`src/rtl/block_bitmap_allocator_top_assert.svh`:
```
// Assertion macros for the allocator RTL.
`ifndef BLOCK_BITMAP_ALLOCATOR_TOP_ASSERT_SVH
`define BLOCK_BITMAP_ALLOCATOR_TOP_ASSERT_SVH

// Same-cycle implication, disabled while reset is asserted.
`define BBA_ASSERT_IMP(lbl, clk, rst_n, ante, cons, msg) \
  lbl: assert property (@(posedge clk) disable iff (!rst_n) (ante) |-> (cons)) \
    else $error(msg);

// Next-cycle implication, disabled while reset is asserted.
`define BBA_ASSERT_NXT(lbl, clk, rst_n, ante, cons, msg) \
  lbl: assert property (@(posedge clk) disable iff (!rst_n) (ante) |=> (cons)) \
    else $error(msg);

`endif

```
`src/rtl/bba_pkg.sv`:
```
package bba_pkg;

  // Width of the block number and free count fields
  localparam int unsigned FIELD_W      = 14;
  // Default bitmap size in blocks
  localparam int unsigned MAP_BITS_DEF = 8192;
  // Bitmap memory word
  localparam int unsigned WORD_BITS    = 32;
  localparam int unsigned POS_W        = 5;
  // Limit register value after reset
  localparam logic [FIELD_W-1:0] LIMIT_RST = 14'd8192;

  typedef enum logic {
    OP_ALLOC = 1'b0,
    OP_FREE  = 1'b1
  } op_e;

  typedef enum logic [1:0] {
    ST_OK           = 2'd0,
    ST_FULL         = 2'd1,
    ST_RANGE        = 2'd2,
    ST_ALREADY_FREE = 2'd3
  } status_e;

  typedef enum logic [1:0] {
    S_IDLE,
    S_SCAN,
    S_FREE_RD,
    S_FREE_CHK
  } state_e;

  // Controller to datapath
  typedef struct packed {
    logic accept;
    logic scan_rd;
    logic free_rd;
    logic commit;
  } cmd_t;

  // Datapath to controller
  typedef struct packed {
    logic range_err;
    logic scan_done;
    logic slot_free;
  } sts_t;

endpackage

```
`src/rtl/bba_ctrl.sv`:
```
module bba_ctrl (
  input  logic          clk_i,
  input  logic          rst_ni,
  input  logic          in_valid_i,
  input  logic          in_op_i,
  input  bba_pkg::sts_t sts_i,
  output logic          in_ready_o,
  output bba_pkg::cmd_t cmd_o
);

  bba_pkg::state_e state_q, state_d;

  // Advance the sequencer
  always_ff @(posedge clk_i or negedge rst_ni) begin
    if (!rst_ni) begin
      state_q <= bba_pkg::S_IDLE;
    end else begin
      state_q <= state_d;
    end
  end

  // Next state
  always_comb begin
    state_d = state_q;
    case (state_q)
      bba_pkg::S_IDLE: begin
        if (in_valid_i) begin
          state_d = (bba_pkg::op_e'(in_op_i) == bba_pkg::OP_FREE) ? bba_pkg::S_FREE_RD
                                                                   : bba_pkg::S_SCAN;
        end
      end
      bba_pkg::S_SCAN: begin
        if (sts_i.scan_done && sts_i.slot_free) state_d = bba_pkg::S_IDLE;
      end
      bba_pkg::S_FREE_RD: begin
        if (!sts_i.range_err) begin
          state_d = bba_pkg::S_FREE_CHK;
        end else if (sts_i.slot_free) begin
          state_d = bba_pkg::S_IDLE;
        end
      end
      bba_pkg::S_FREE_CHK: begin
        if (sts_i.slot_free) state_d = bba_pkg::S_IDLE;
      end
      default: state_d = bba_pkg::S_IDLE;
    endcase
  end

  // Commands
  always_comb begin
    in_ready_o = 1'b0;
    cmd_o      = '0;
    case (state_q)
      bba_pkg::S_IDLE: begin
        in_ready_o   = 1'b1;
        cmd_o.accept = in_valid_i;
      end
      bba_pkg::S_SCAN: begin
        cmd_o.scan_rd = !sts_i.scan_done;
        cmd_o.commit  = sts_i.scan_done && sts_i.slot_free;
      end
      bba_pkg::S_FREE_RD: begin
        cmd_o.free_rd = !sts_i.range_err;
        cmd_o.commit  = sts_i.range_err && sts_i.slot_free;
      end
      bba_pkg::S_FREE_CHK: begin
        cmd_o.commit = sts_i.slot_free;
      end
      default: begin
        in_ready_o = 1'b0;
      end
    endcase
  end

endmodule

```
`config.mk`:
```
export PLATFORM = sky130hd
export DESIGN_NAME = bba_ctrl
export DESIGN_NICKNAME = d
export VERILOG_FILES = /design/src/rtl/block_bitmap_allocator_top_assert.svh /design/src/rtl/bba_pkg.sv /design/src/rtl/bba_ctrl.sv
export SDC_FILE = /design/constraint.sdc
export NUM_CORES = 1
export LEC_CHECK = 0
export BUFFER_PORTS_ARGS = -buffer_cell sky130_fd_sc_hd__buf_4
export CAP_MARGIN = 20
export CORE_AREA = 2 2 39 41
export CTS_BUF_LIST = sky130_fd_sc_hd__clkbuf_8
export DETAILED_ROUTE_END_ITERATION = 12
export DIE_AREA = 0 0 41 43
export GPL_TIMING_DRIVEN = 0
export MAX_ROUTING_LAYER = met4
export SLEW_MARGIN = 20
export SYNTH_ARGS = -nofsm -noshare
export SYNTH_HDL_FRONTEND = slang
export SYNTH_SLANG_ARGS = --single-unit
```
`constraint.sdc`:
```
create_clock -name clk_i -period 1.8 [get_ports clk_i]
set_clock_uncertainty 0.1 [all_clocks]
set_input_delay 0.18 -clock clk_i [delete_from_list [all_inputs] [get_ports clk_i]]
set_output_delay 0.18 -clock clk_i [all_outputs]
set_load 0.02 [all_outputs]
```
# Yosys cells after proc, flatten, opt, wreduce, memory -nomap -nowiden
# Cells that the tools add are included.
# word_totals
regBits	2
in_bits	7
out_inout_bits	5
# op_classes
eq_ne	5
muxes	11
reduce_logical	6
# op_table
op	n
$mux W2	5
$pmux W2 S4	1
$eq A2 B2 Y1 const B	2
$mux W1	4
$ne A2 B2 Y1 const B	2
$pmux W1 S3	1
$eq A2 B1 Y1 const B	1
$logic_and A1 B1 Y1	2
$logic_not A1 Y1	2
$logic_not A2 Y1	1
$reduce_and A2 Y1	1

# Logic depth before layout (Yosys ltp)
# Gate-level depths: netlist of the first run.
# logic_depth
depth_word	3
ltp_mapped	3

# Least setup slack after synthesis of the first run
# No wires, ideal clock.
# synth_timing
path_kind	reg2reg
from	register state_q[0]
to	register state_q[0]
setup_ns	0.067
arrival_ns	1.265
t_required_ns	1.633
path_slack_ns	0.368
path_stages_with_launch	4
synth_period_minus_slack_ns	1.432
cell_sequence	dfrtp_1 > buf_6 > nor3b_1 > or4_1
# synth_between
elab_chain_cells	3
# synth_lines
item	line	rtl
start, declared	bba_ctrl.sv:11	bba_pkg::state_e state_q, state_d;
start signal, assigned	bba_ctrl.sv:16	state_q <= bba_pkg::S_IDLE;
start signal, assigned	bba_ctrl.sv:18	state_q <= state_d;
$mux W2, or another cell as far along	n/a	
$mux W2 / $ne A2 B2 Y1 (equally long branches)	n/a	
$pmux W2 S4 / $reduce_and A2 Y1 (equally long branches)	n/a	
# Several ways; a longest one is shown, not always the timed one.
# A chain may end at the register's enable or synchronous reset.

==> metrics.md, run 1 <==
| Metric | Value |
|---|---|
| Overall routing resource usage | 5.54% |
| WS Path Type | reg2out |
| CTS root buf | clkbuf_8 |
| Worst VDD drop | 0.224 mV |
| Share of layout cells above drive strength 1 | 51.6% |
| Pwr dens | 1640 nW/µm² |
| Setup TNS | 0 ps |
| RSZ-0062 raised after global routing | no |
| Peak Freq | 703 MHz |
| Register area | 50.0 µm² |
| Max reg flops | 2 |
| Effective utilization at floorplan | 10.9% |
| Die Span Y | 43 µm |
| Num rows | 14 |
| Crit Path Max Fanout | 10 |
| Design area | 305 µm² |
| Top FF cell, synth | dfrtp_1 |
| Vias in the first global route | 159 |
| Largest regs | state_q x2 |
| Finish-stage setup viols | 0 |
| Crit path required time | 1520 ps |
| Reg2Reg Setup Slack | 420 ps |
| Die area | 1760 µm² |
| CTS max path bufs | 2 |
| Area of the mapped netlist | 151 µm² |
| Initial antenna violation count | 0 |
| Pin count of the biggest net entering global routing | 11 |
| Worst Hold Class | in2async |
| Via count of the routed design | 174 |
| Relative slew margins | 84.2% |
| Worst-path clk slew | 30 ps |
| Mapped Cells | 16 |
| Fillers | 153 |
| Tightest Pin Transition | 234 ps |
| Register bit total from synthesis | 2 |
| Dpl cell area | 254 µm² |
| Design Power | 501 µW |
| Worst path bufs/invs | 2 |
| CP startpoint kind | register |
| Largest delay share family, worst path | flip-flops |
| Routed wire per std cell | 7.91 µm |
| HPWL after DPL | 280 µm |
| Synth-to-Final Area Change | 102% |
| Critical Path, Cell by Cell | buf_6, nor3b_1, buf_4 |
| ANT nets after route | 0 |
| Fraction of registers with async set/reset | 100% |
| IO Port Bufs | 11 |
| Outcome | complete, no violations |
| Most frequent cell after synthesis | nor3b_1 |
| Gr ovfl total | 0 |
| Final Cycle Share | 79.0% |
| Final Hold Slack | 192 ps |
| Leak Pwr | 0.000144 µW |
| Seq/Total Area, Yosys | 33.1% |
| Largest Register | state_q |
| Top post-synthesis cells by area | dfrtp_1 (33%), nor3b_1 (15%), and4bb_2 (8.3%) |
| Layout Utilization | 22.1% |
| Crit. End Element | output pin |
| Fin. max-slew vios | 0 |
| Max capacitance violation total | 0 |
| Syn_area_per_cell | 9.46 µm² |
| Clock Sinks | 2 |
| Worst path max stage delay | 360 ps |
| TritonCTS clock tree | yes |
| Synth top area share | 33.1% |
| YS warnings | 0 |
| Net count, final | 40 |
| DRC | 0 |
| Core outline area | 1380 µm² |
| Antenna cells | 0 |
| Multi-input logic area | 90.1 µm² |
| Synth area leader | dfrtp_1 |
| Top cells by count, synth | nor3b_1 (3), dfrtp_1 (2), o21ai_0 (2) |
| Synth cell types | 12 |
| Number of synthesized flops with an enable pin | 0 |
| Inserted Clock Buffers | 3 |
| Clock Latency Late Sink | 210 ps |
| Post-Syn Nets | 23 |
| Vias per cell | 3.70 |
| Final hold violation count | 0 |
| Tmin final | 1420 ps |
| Worst Path Arrival | 1140 ps |
| RD Place Congestion | 0.626 |
| IO Count | 12 |
| Post-Route WL | 372 µm |
| DRT iter0 DRCs | 1 |
| First-pass GRT wire length | 552 µm |
| Die width | 41 µm |
| Slowest cell on the critical path | dfrtp_1 |
| Drt first pass iters | 2 |
| H-Tree Level Count | 1 |
kinds of logic after synthesis:
kind of cell	after synthesis	synth area share (%)
AND/OR/NAND/NOR	9	43.0
AO/OA/AOI/OAI	4	16.5
flip-flops	2	33.1
buffers and inverters	1	7.44
where the power goes:
part	internal, µW	switching (µW)
Sequential	66.3	22.0
Combinational	123	114
Clock	141	34.2
Total	330	171
path summary, 6_finish.rpt:
kind                         endpoint        from  cells after the start
max                          cmd_o[1]  state_q[0]                      3
min                        state_q[1]      rst_ni                      2
max reg2reg                state_q[0]  state_q[0]                      3
min reg2reg                state_q[1]  state_q[1]                      1
max in group asynchronous  state_q[0]      rst_ni                      2
min in group clk_i         state_q[1]    sts_i[0]                      3
per-stage QoR:
step                      setup WS (ps)  std cells
final                               378         47
after global routing                291         47
after CTS                           375         47
after detailed placement            415         43
after global placement              424         43
after floorplan                     368         16
cell type report:
class	instances	share of cell area [%]
Sequential cell	2	16.4
Clock buffer	3	13.5
Timing Repair Buffer	12	30.3
Multi-Input combinational cell	13	29.5
Buffer	1	3.69
Tap cell	16	6.56
worst register-to-register path, delay by kind of cell, from the launching register on:
family	cells	cell delay [ps]
buffers and inverters	1	130
flip-flops	1	360
AND/OR/NAND/NOR	2	650
cell usage in the layout, fill, tap and decap left out, drive strengths merged:
cell         count
o21ai            2
nor4b            1
dlygate4sd3      1
nor2b            1
or4              1
nor2             1
clkbuf           3
buf             12
and4bb           1
a21o             1
nor3b            3
nand2            1
a21boi           1
dfrtp            2
per-layer routing:
metal	GRT usage [%]	up-vias	wire, µm	share of wire, %
met5	-	-	0	0
met4	10.0	0	0	0
met3	1.57	0	24	6.5
met2	7.19	5	197	53
met1	4.15	79	149	40
li1	-	90	-	-
what timing repair did:
item | 4_1_cts | 5_1_grt
endpoints found under the hold margin | 2 | 0
gates resized for setup | 0 | 0
hold buffers | 1 | 0
setup buffers | 0 | 0
No activity file was read; power rests on OpenSTA's default activity.
==> inputs of run 2 (changes only) <==
clock period = 1.4 ns   (was 1.8 ns; I/O delays follow)
==> run 2 against run 1 <==
  * Hold slack worse by 33 ps
  * Core utilization up 1.9 points
  * Cell count up 4.3%
  * First-iteration DRC count rose to 5.0 times the previous value
  * Via count up 12%
  * Combinational power up 54%
  * Critical path type is now reg2reg
==> metrics.md, run 2 (synthesis gave the netlist of run 1 again) <==
| Metric | Value |
|---|---|
| Worst path max stage delay | 460 ps |
| Crit. End Element | register |
| Critical Path, Cell by Cell | buf_6, nor3b_2, or4_1 |
| Crit path capture | state_q[0] |
| Final Non-Filler Cells | 49 |
| Post-placement cell count | 43 |
| Vias per cell | 3.98 |
| Die width | 41 µm |
| Top Usage Layer GRT | met4 |
| Worst VDD drop | 0.521 mV |
| Pwr dens | 2130 nW/µm² |
| TritonCTS clock tree | yes |
| CP Depth | 3 |
| Final Cycle Share | 97.4% |
| Final Hold Slack | 158 ps |
| Met1 GRT Util | 7.69% |
| Fin. max-slew vios | 0 |
| Net count, final | 42 |
| Final hold violation count | 0 |
| Max reg flops | 2 |
| Worst r2r src | state_q[0] |
| Synth-to-Final Area Change | 119% |
| Pin count of the biggest net entering global routing | 11 |
| Finish-stage setup viols | 0 |
| ANT nets after route | 0 |
| Final worst slack | 35.7 ps |
| Via count of the routed design | 195 |
| Relative slew margins | 81.9% |
| Crit Path Max Fanout | 5 |
| Post-Route WL | 469 µm |
| Largest delay share family, worst path | simple AND/OR/NAND/NOR gates |
| Reg2Reg Setup Slack | 40 ps |
| CTS root buf | clkbuf_8 |
| Drt first pass iters | 4 |
| Inserted Clock Buffers | 3 |
| Tmin final | 1360 ps |
| Largest regs | state_q x2 |
| Met2 Use GR | 6.88% |
| First-pass GRT wire length | 690 µm |
| Leak Pwr | 0.000157 µW |
| Register area | 51.3 µm² |
| WS Path Type | reg2reg |
| Slowest cell on the critical path | or4_1 |
| Gr ovfl total | 0 |
| Worst Path Arrival | 1330 ps |
| Worst path bufs/invs | 1 |
| Clock Sinks | 2 |
| Multi-input logic area | 100 µm² |
| Met3 usage in global routing | 1.57% |
| Share of layout cells above drive strength 1 | 63.6% |
| Die Span Y | 43 µm |
| Max capacitance violation total | 0 |
| Die area | 1760 µm² |
| Most frequent cells in the layout | buf_4 (13), clkbuf_8 (3), nor3b_2 (2) |
| IO Count | 12 |
| Effective utilization at floorplan | 10.9% |
| Outcome | complete, no violations |
| Setup TNS | 0 ps |
| Tightest Pin Transition | 267 ps |
| Reg-to-reg critical path endpoint | state_q[0] |
| DRT iter0 DRCs | 5 |
| Antenna cells | 0 |
| Layout Utilization | 24.0% |
| Reg2Reg Depth | 3 |
| CP startpoint | state_q[0] |
| Worst-path clk slew | 30 ps |
| Clock Latency Late Sink | 210 ps |
| CTS max path bufs | 2 |
| Crit path required time | 1370 ps |
| Worst Hold Class | in2async |
| IO Port Bufs | 11 |
| Post-Place Setup Slack | 7.64 ps |
| RD Place Congestion | 0.624 |
| Initial antenna violation count | 0 |
| Num rows | 14 |
| Peak Freq | 733 MHz |
| RSZ-0062 raised after global routing | no |
| Overall routing resource usage | 6.58% |
| CP startpoint kind | register |
| Largest Register | state_q |
| Vias in the first global route | 170 |
| Core outline area | 1380 µm² |
| DRC | 0 |
| Fillers | 152 |
| H-Tree Level Count | 1 |
| Leading cell type in the layout, fill and taps excluded | buf_4 |
| Routed wire per std cell | 9.57 µm |
run 2: cell types whose count changed in the layout (fill, tap and decap cells not counted), sizes merged:
cell,change
buf,+2
run 2: cell type report:
cell class	count	area share (%)
buffer	1	3.40
clock buffer	3	12.5
multi-input combinational	13	30.2
sequential	2	15.5
tap	16	6.04
timing repair buffer	14	32.5
run 2: what timing repair did:
item | in CTS | in global routing
pin swaps | 0 | 1
hold buffers | 1 | 0
endpoints found under the hold margin | 2 | 0
resized for setup | 1 | 3
cloned | 0 | 1
setup buffers | 0 | 1
endpoints found under the setup margin | 1 | 2
run 2: worst min path at each step:
stage                start         end  depth (start not counted)
global placement    rst_ni  state_q[0]                          1
CTS                 rst_ni  state_q[0]                          2
detailed placement  rst_ni  state_q[1]                          1
global route        rst_ni  state_q[1]                          2
finish              rst_ni  state_q[0]                          2
floorplan           rst_ni  state_q[0]                          0
run 2: metal layers:
layer / vias to the layer above / part of all wire (%) / routed length (µm)
li1: 96 / - / -
met1: 88 / 49 / 230
met2: 9 / 41 / 190
met3: 2 / 6.0 / 28
met4: 0 / 4.1 / 19
met5: - / 0 / 0
run 2: worst register-to-register path, stage by stage, from the launching register on:
cell and delay (ps):
dfrtp_1 380, buf_6 130, nor3b_2 150, or4_1 460
run 2: power breakdown:
group	leakage, µW	internal, µW	total [µW]	switching, µW
sequential	0.0000234	88.1	121	32.9
combinational	0.000112	197	364	167
clock	0.0000216	181	220	39.1
run 2: stage by stage:
| step | instance area (µm²) | power (µW) |
|---|---|---|
| floorplan | 161 | 318 |
| global placement | 264 | 430 |
| detailed placement | 264 | 432 |
| CTS | 317 | 666 |
| global route | 332 | 760 |
| finish | 332 | 705 |
